==> config.mk <==
export PLATFORM = sky130hd
export DESIGN_NAME = rxd_div
export DESIGN_NICKNAME = d
export VERILOG_FILES = /design/src/rtl/rxd_pkg.sv /design/src/rtl/rxd_div.sv
export SDC_FILE = /design/constraint.sdc
export NUM_CORES = 1
export LEC_CHECK = 0
export CAP_MARGIN = 20
export CORE_UTILIZATION = 50
export DETAILED_ROUTE_END_ITERATION = 8
export DONT_BUFFER_PORTS = 1
export PLACE_DENSITY_LB_ADDON = 0.12
export SLEW_MARGIN = 20
export SYNTH_ARGS = -nofsm -noshare
export SYNTH_HDL_FRONTEND = slang
export SYNTH_SLANG_ARGS = --single-unit
==> constraint.sdc <==
create_clock -name clk -period 3.3 [get_ports clk]
set_input_delay 0.66 -clock clk [delete_from_list [all_inputs] [get_ports clk]]
set_output_delay 0.66 -clock clk [all_outputs]
set_load 0.01 [all_outputs]
==> src/rtl/rxd_pkg.sv <==
// Shared types and constants for the row XOR delta filter.
package rxd_pkg;

    localparam int DATA_W                  = 32;
    localparam int CFG_W                   = 9;
    localparam int LINE_DEPTH              = 256;
    localparam int COL_W                   = $clog2(LINE_DEPTH);
    localparam int DEFAULT_MAX_CHUNK_WORDS = 256;
    localparam int ADDR_W                  = 4;

    typedef enum logic [1:0] {
        REG_ROW_WORDS   = 2'd0,
        REG_CHUNK_WORDS = 2'd1,
        REG_DECODE_MODE = 2'd2
    } reg_idx_t;

    typedef struct packed {
        logic             busy;
        logic [CFG_W-1:0] whole;
    } div_stat_t;

endpackage

==> src/rtl/rxd_div.sv <==
// Bit-serial unit giving the length of the complete-row part of a chunk.
module rxd_div
    import rxd_pkg::*;
(
    input  logic             clk,
    input  logic             rst_n,
    input  logic             start,
    input  logic [CFG_W-1:0] dividend,
    input  logic [CFG_W-1:0] divisor,
    output div_stat_t        stat
);

    localparam int STEP_W = $clog2(CFG_W + 1);

    logic              run_reg;
    logic [STEP_W-1:0] step_reg;
    logic [CFG_W-1:0]  dvd_reg;
    logic [CFG_W-1:0]  num_reg;
    logic [CFG_W-1:0]  den_reg;
    logic [CFG_W-1:0]  rem_reg;
    logic [CFG_W-1:0]  whole_reg;

    logic [CFG_W:0]    trial;
    logic [CFG_W-1:0]  rem_next;

    always_comb
    begin
        trial = {rem_reg, dvd_reg[CFG_W-1]};
        if (trial >= {1'b0, den_reg})
        begin
            rem_next = CFG_W'(trial - {1'b0, den_reg});
        end
        else
        begin
            rem_next = trial[CFG_W-1:0];
        end
    end

    always_ff @(posedge clk or negedge rst_n)
    begin
        if (!rst_n)
        begin
            run_reg  <= 1'b0;
            step_reg <= '0;
        end
        else if (start)
        begin
            run_reg  <= 1'b1;
            step_reg <= STEP_W'(CFG_W);
        end
        else if (run_reg)
        begin
            step_reg <= step_reg - STEP_W'(1);
            if (step_reg == STEP_W'(1))
            begin
                run_reg <= 1'b0;
            end
        end
    end

    always_ff @(posedge clk)
    begin
        if (start)
        begin
            dvd_reg <= dividend;
            num_reg <= dividend;
            den_reg <= divisor;
            rem_reg <= '0;
        end
        else if (run_reg)
        begin
            dvd_reg <= {dvd_reg[CFG_W-2:0], 1'b0};
            rem_reg <= rem_next;
            if (step_reg == STEP_W'(1))
            begin
                whole_reg <= num_reg - rem_next;
            end
        end
    end

    assign stat.busy  = start | run_reg;
    assign stat.whole = whole_reg;

endmodule

======== Yosys cells after proc, flatten, opt, wreduce, memory -nomap -nowiden ========
Cells that the tools add are included.
storage, ports and cells
  flip-flop bits (word level) ............. 50
  output and inout bits ................... 10
  logic and storage cells ................. 24
  input port bits ......................... 21
operators by class
  bitwise logic cells ..................... 2
  add/sub/neg operators ................... 3
  eq/ne operators ......................... 1
  mux-type cells .......................... 8
  reduce and logical (&&, ||, !) cells .... 2
  $lt $le $gt $ge ......................... 1
operator list
  cell                                                 count
  two-way mux 9 bit                                    3
  subtractor 9 bit                                     2
  >= comparator 10 x 9 -> 1 bit                        1
  two-way mux 4 bit                                    2
  equality test 4 x 1 -> 1 bit, second input constant  1
  subtractor 4 x 1 -> 4 bit, second input constant     1
  two-way mux 1 bit                                    3
  AND reduction 3 bit                                  1
  nonzero test 2 bit                                   1
  NOT 1 bit                                            1
  bitwise OR 1 bit                                     1

======== Longest topological paths before layout ========
  depth in word-level cells ............... 4
  mapped depth ............................ 16
  gate-level depth less buffers ........... 16

======== Worst setup path before layout ========
OpenSTA, ideal clock, no wires.
  path kind ............................... register to register
  start point ............................. reg dvd_reg[8]
  end point ............................... reg whole_reg[8] (data pin)
  library setup time ...................... 262 ps
  arrival time ............................ 3,151 ps
  path slack .............................. -113 ps
  path buffers ............................ 0
  clock period less this slack ............ 3,413 ps
  data required time ...................... 3,038 ps
  cell stages (with the launch flop) ...... 17
  cell sequence ........................... edfxtp_1 inv_1 ha_1 inv_1 fa_1 a211oi_4 o211a_4 o21ai_4 nand2b_1 nand2_1 ha_1 fa_1 inv_1 a21oi_1 a2111o_1 a21oi_1 o22ai_1
between the ends
  word-level cells in the longest chain between the ends .. 3
  elaborated cells between the ends (all ways) .. 4
  those cells by class .................... add/sub (2); order compare (1); mux (1)
ends and longest elaborated chain
  item                                                                      line                          source
  from (decl)                                                               rxd_div.sv:17                 logic [CFG_W-1:0] dvd_reg;
  from (signal assigned)                                                    rxd_div.sv:65                 dvd_reg <= dividend;
  from (signal assigned)                                                    rxd_div.sv:72                 dvd_reg <= {dvd_reg[CFG_W-2:0], 1'b0};
  subtractor 9 bit / >= comparator 10 x 9 -> 1 bit (equally long branches)  rxd_div.sv:31, rxd_div.sv:29
  two-way mux 9 bit *                                                       rxd_div.sv:29                 if (trial >= {1'b0, den_reg})
  named net rem_next[0]                                                     rxd_div.sv:24                 logic [CFG_W-1:0] rem_next;
  subtractor 9 bit *                                                        rxd_div.sv:76                 whole_reg <= num_reg - rem_next;
  to (signal assigned)                                                      rxd_div.sv:76
  to (decl)                                                                 rxd_div.sv:21                 logic [CFG_W-1:0] whole_reg;
Mark *: on every way through the listed nets, which the timed path passes. The rest lies on a longest branch.
A chain may end at the register's enable or synchronous reset.

======== Final worst setup path ========
Ends and elaborated chain as after synthesis.

==> out/summary.txt <==
Starting DRT DRC Count -> 92
Share of layout cells above drive strength 1 -> 0.259
Status -> finished, violations left
Clk network pwr share -> 0.138
Placed Cells incl. Taps -> 325
Crit path DAT -> 3370 ps
Synth warn -> 0
Ys flop type -> edfxtp_1
Hold slack -> 36.6 ps
Die X -> 76.5 um
Antenna fix cells -> 0
Most common cell after layout, fill and taps aside -> edfxtp_1
Post-synth EDFFs -> 36
Total power -> 3.11 mW
First-pass GRT wire length -> 8.89 mm
RSZ-0062 raised after global routing -> true
Sw frac -> 0.374
Largest net degree at the start of global routing -> 44
Antenna Nets Post-Route -> 0
Setup violators final -> 1
Total GRT Usage -> 0.196
Internal power -> 1.95 mW
Required @ worst endpoint -> 3360 ps
H-tree levels -> 2
Final WS setup -> -3.74 ps
Seq pwr share -> 0.304
Initial antenna violation count -> 0
TritonRoute pass-1 iters -> 4
Max-Cap Viols -> 0
Initial core utilization -> 0.529
Sw Pwr -> 1.16 mW
Fraction of registers with async set/reset -> 0.100
Synth cell types -> 49
Rows -> 26
Synth-to-Final Area Change -> 17.4%
Core area -> 0.00524 mm^2
Most used routing layer in global routing -> met2
Maximum vdd ir drop -> 477 uV
Routed len/inst -> 15.2 um
Final max-slew violation count -> 0
Final nets -> 313
Synthesized Nets -> 285
Slew HR -> 0.700
Post-synthesis sequential area ratio -> 0.500
Max Fanout on Critical Path -> 3
Vias in the first global route -> 1,970
Syn Std Cell Area -> 0.00277 mm^2
Fin util -> 0.622
Die span in y -> 76.5 um
Reg clk slew, reported paths -> 90 ps
Register bit total from synthesis -> 50
Fin cells -> 344
Crit start category -> flop
Logic pwr share -> 0.558
CTS max path bufs -> 2
I/O pin cnt -> 31
Latest clock arrival within the worst-skew pair -> 300 ps
TritonCTS Buffers -> 5
Via count -> 1,888
DR vias/cell -> 5.49
Met1 GRT Util -> 0.243
Least-Margin Pin Slew -> 450 ps
Hold buffers post-CTS -> 0
Routability Congestion -> 0.859
LEAKAGE -> 1.34 nW
CTS tree -> yes
Failing checks -> setup timing
Syn Area/Cell -> 11.3 um^2
Total grt overflow -> 0
Most frequent cells in the layout -> edfxtp_1, buf_4, inv_1, nor2_1
Clk root buf -> clkbuf_8
Die area -> 0.00585 mm^2
Met3 usage -> 0.0503
Clock skew -> 6.81 ps
Crit end category -> flop
Power per Cell Area -> 955 mW/mm^2
Cells after synthesis -> 245
Port buffer count -> 0
Fin crit period -> 3300 ps
Clock sinks -> 50
Fmax -> 303 MHz
DP HPWL -> 3.81 mm
Fin. Hold Viols -> 0
Setup CP Type -> reg2reg
Worst hold path class -> in2async
# DRC -> 0
Dpl ws -> -149 ps
Met2 Use GR -> 0.323
WL final -> 5.22 mm
Period utilisation layout -> 1.00
==> power by group through the flow <==
| stage | Sequential, mW | Clock [mW] | Combinational [mW] |
|---|---|---|---|
| finish | 0.945 | 0.428 | 1.74 |
| global route | 0.960 | 0.463 | 1.93 |
| CTS | 0.945 | 0.444 | 1.54 |
| detailed placement | 0.959 | 0 | 1.48 |
| global placement | 0.956 | 0 | 1.45 |
| floorplan | 0.931 | 0 | 1.11 |
==> final timing paths <==
kind                       startpoint      endpoint  slack (ps)  depth (start not counted)
max in group asynchronous       rst_n   step_reg[3]        3190                          0
min in group clk                start   step_reg[2]         430                          1
max                        dvd_reg[8]  whole_reg[8]          -4                         16
min                             rst_n       run_reg          40                          0
min reg2reg                rem_reg[6]    rem_reg[6]         520                          2
max reg2reg                dvd_reg[8]  whole_reg[8]          -4                         16
==> cells by family after synthesis <==
logic type	after synthesis	synth area share
AO/OA/AOI/OAI	62	0.177
adder cells (fa/ha/maj)	19	0.0912
buffers and inverters	30	0.0406
AND/OR/NAND/NOR	57	0.0961
flip-flops	50	0.500
XOR/XNOR	15	0.0474
multiplexers	12	0.0474
==> area by class of cell <==
| class | instances | area (um^2) |
|---|---|---|
| flip-flops and latches | 50 | 1390 |
| fillers | 432 | 1980 |
| inverters | 24 | 90.1 |
| repair buffers | 27 | 203 |
| clock buffers | 6 | 72.6 |
| clock inverters | 2 | 37.5 |
| multi-input cells | 165 | 1380 |
| well taps | 70 | 87.6 |
==> synth_stat cells (2+ instances only) <==
master	count	area share
o211a_1	3	0.011
a21oi_1	11	0.020
o21ai_1	2	0.0036
a211oi_1	10	0.027
fa_1	2	0.014
dfxtp_1	9	0.065
a211oi_4	2	0.014
xor2_1	5	0.016
nand2b_1	4	0.0090
clkbuf_1	6	0.0081
a21o_1	4	0.011
mux2_2	9	0.037
xnor2_1	10	0.032
and2_1	2	0.0045
o21ai_0	7	0.013
nor2_1	19	0.026
nor3_1	5	0.0090
or2_2	2	0.0045
nand4_1	2	0.0045
nand2_1	15	0.020
inv_1	24	0.032
o211ai_1	2	0.0054
dfrtp_1	5	0.045
edfxtp_1	36	0.39
a211o_1	5	0.016
mux2i_1	3	0.011
nand3_1	3	0.0054
ha_1	17	0.077
==> routing by layer <==
layer  up-vias  part of all wire
met2        40              0.47
li1        952                 -
met3         8             0.042
met1       888              0.47
met5         -                 0
met4         0             0.016
==> through the flow <==
step	instance area [um^2]	TNS, ps
after floorplan	2790	-2.41
after global placement	2970	-65.5
after detailed placement	2970	-300
after CTS	3120	-21.0
after global routing	3260	-251
final	3260	-3.74
==> repair_timing <==
action / 4_1_cts / 5_1_grt
endpoints found under the hold margin: 0 / 0
gates resized for setup: 1 / 18
pin swaps: 6 / 14
setup buffers: 5 / 7
setup endpoints to repair: 5 / 6
==> worst max-delay path, cell delays in order, from the launching register on <==
cell and delay (ps):
edfxtp_1 390, inv_1 70, ha_2 170, inv_2 40, fa_2 360, a211oi_4 310, o211a_4 210, o21ai_4 70
nand2b_1 110, nand2_1 60, ha_2 180, fa_2 360, inv_2 70, a21oi_2 50, a2111o_1 400, a21oi_1 140
o22ai_1 70
(Power assumes the default switching activity.)
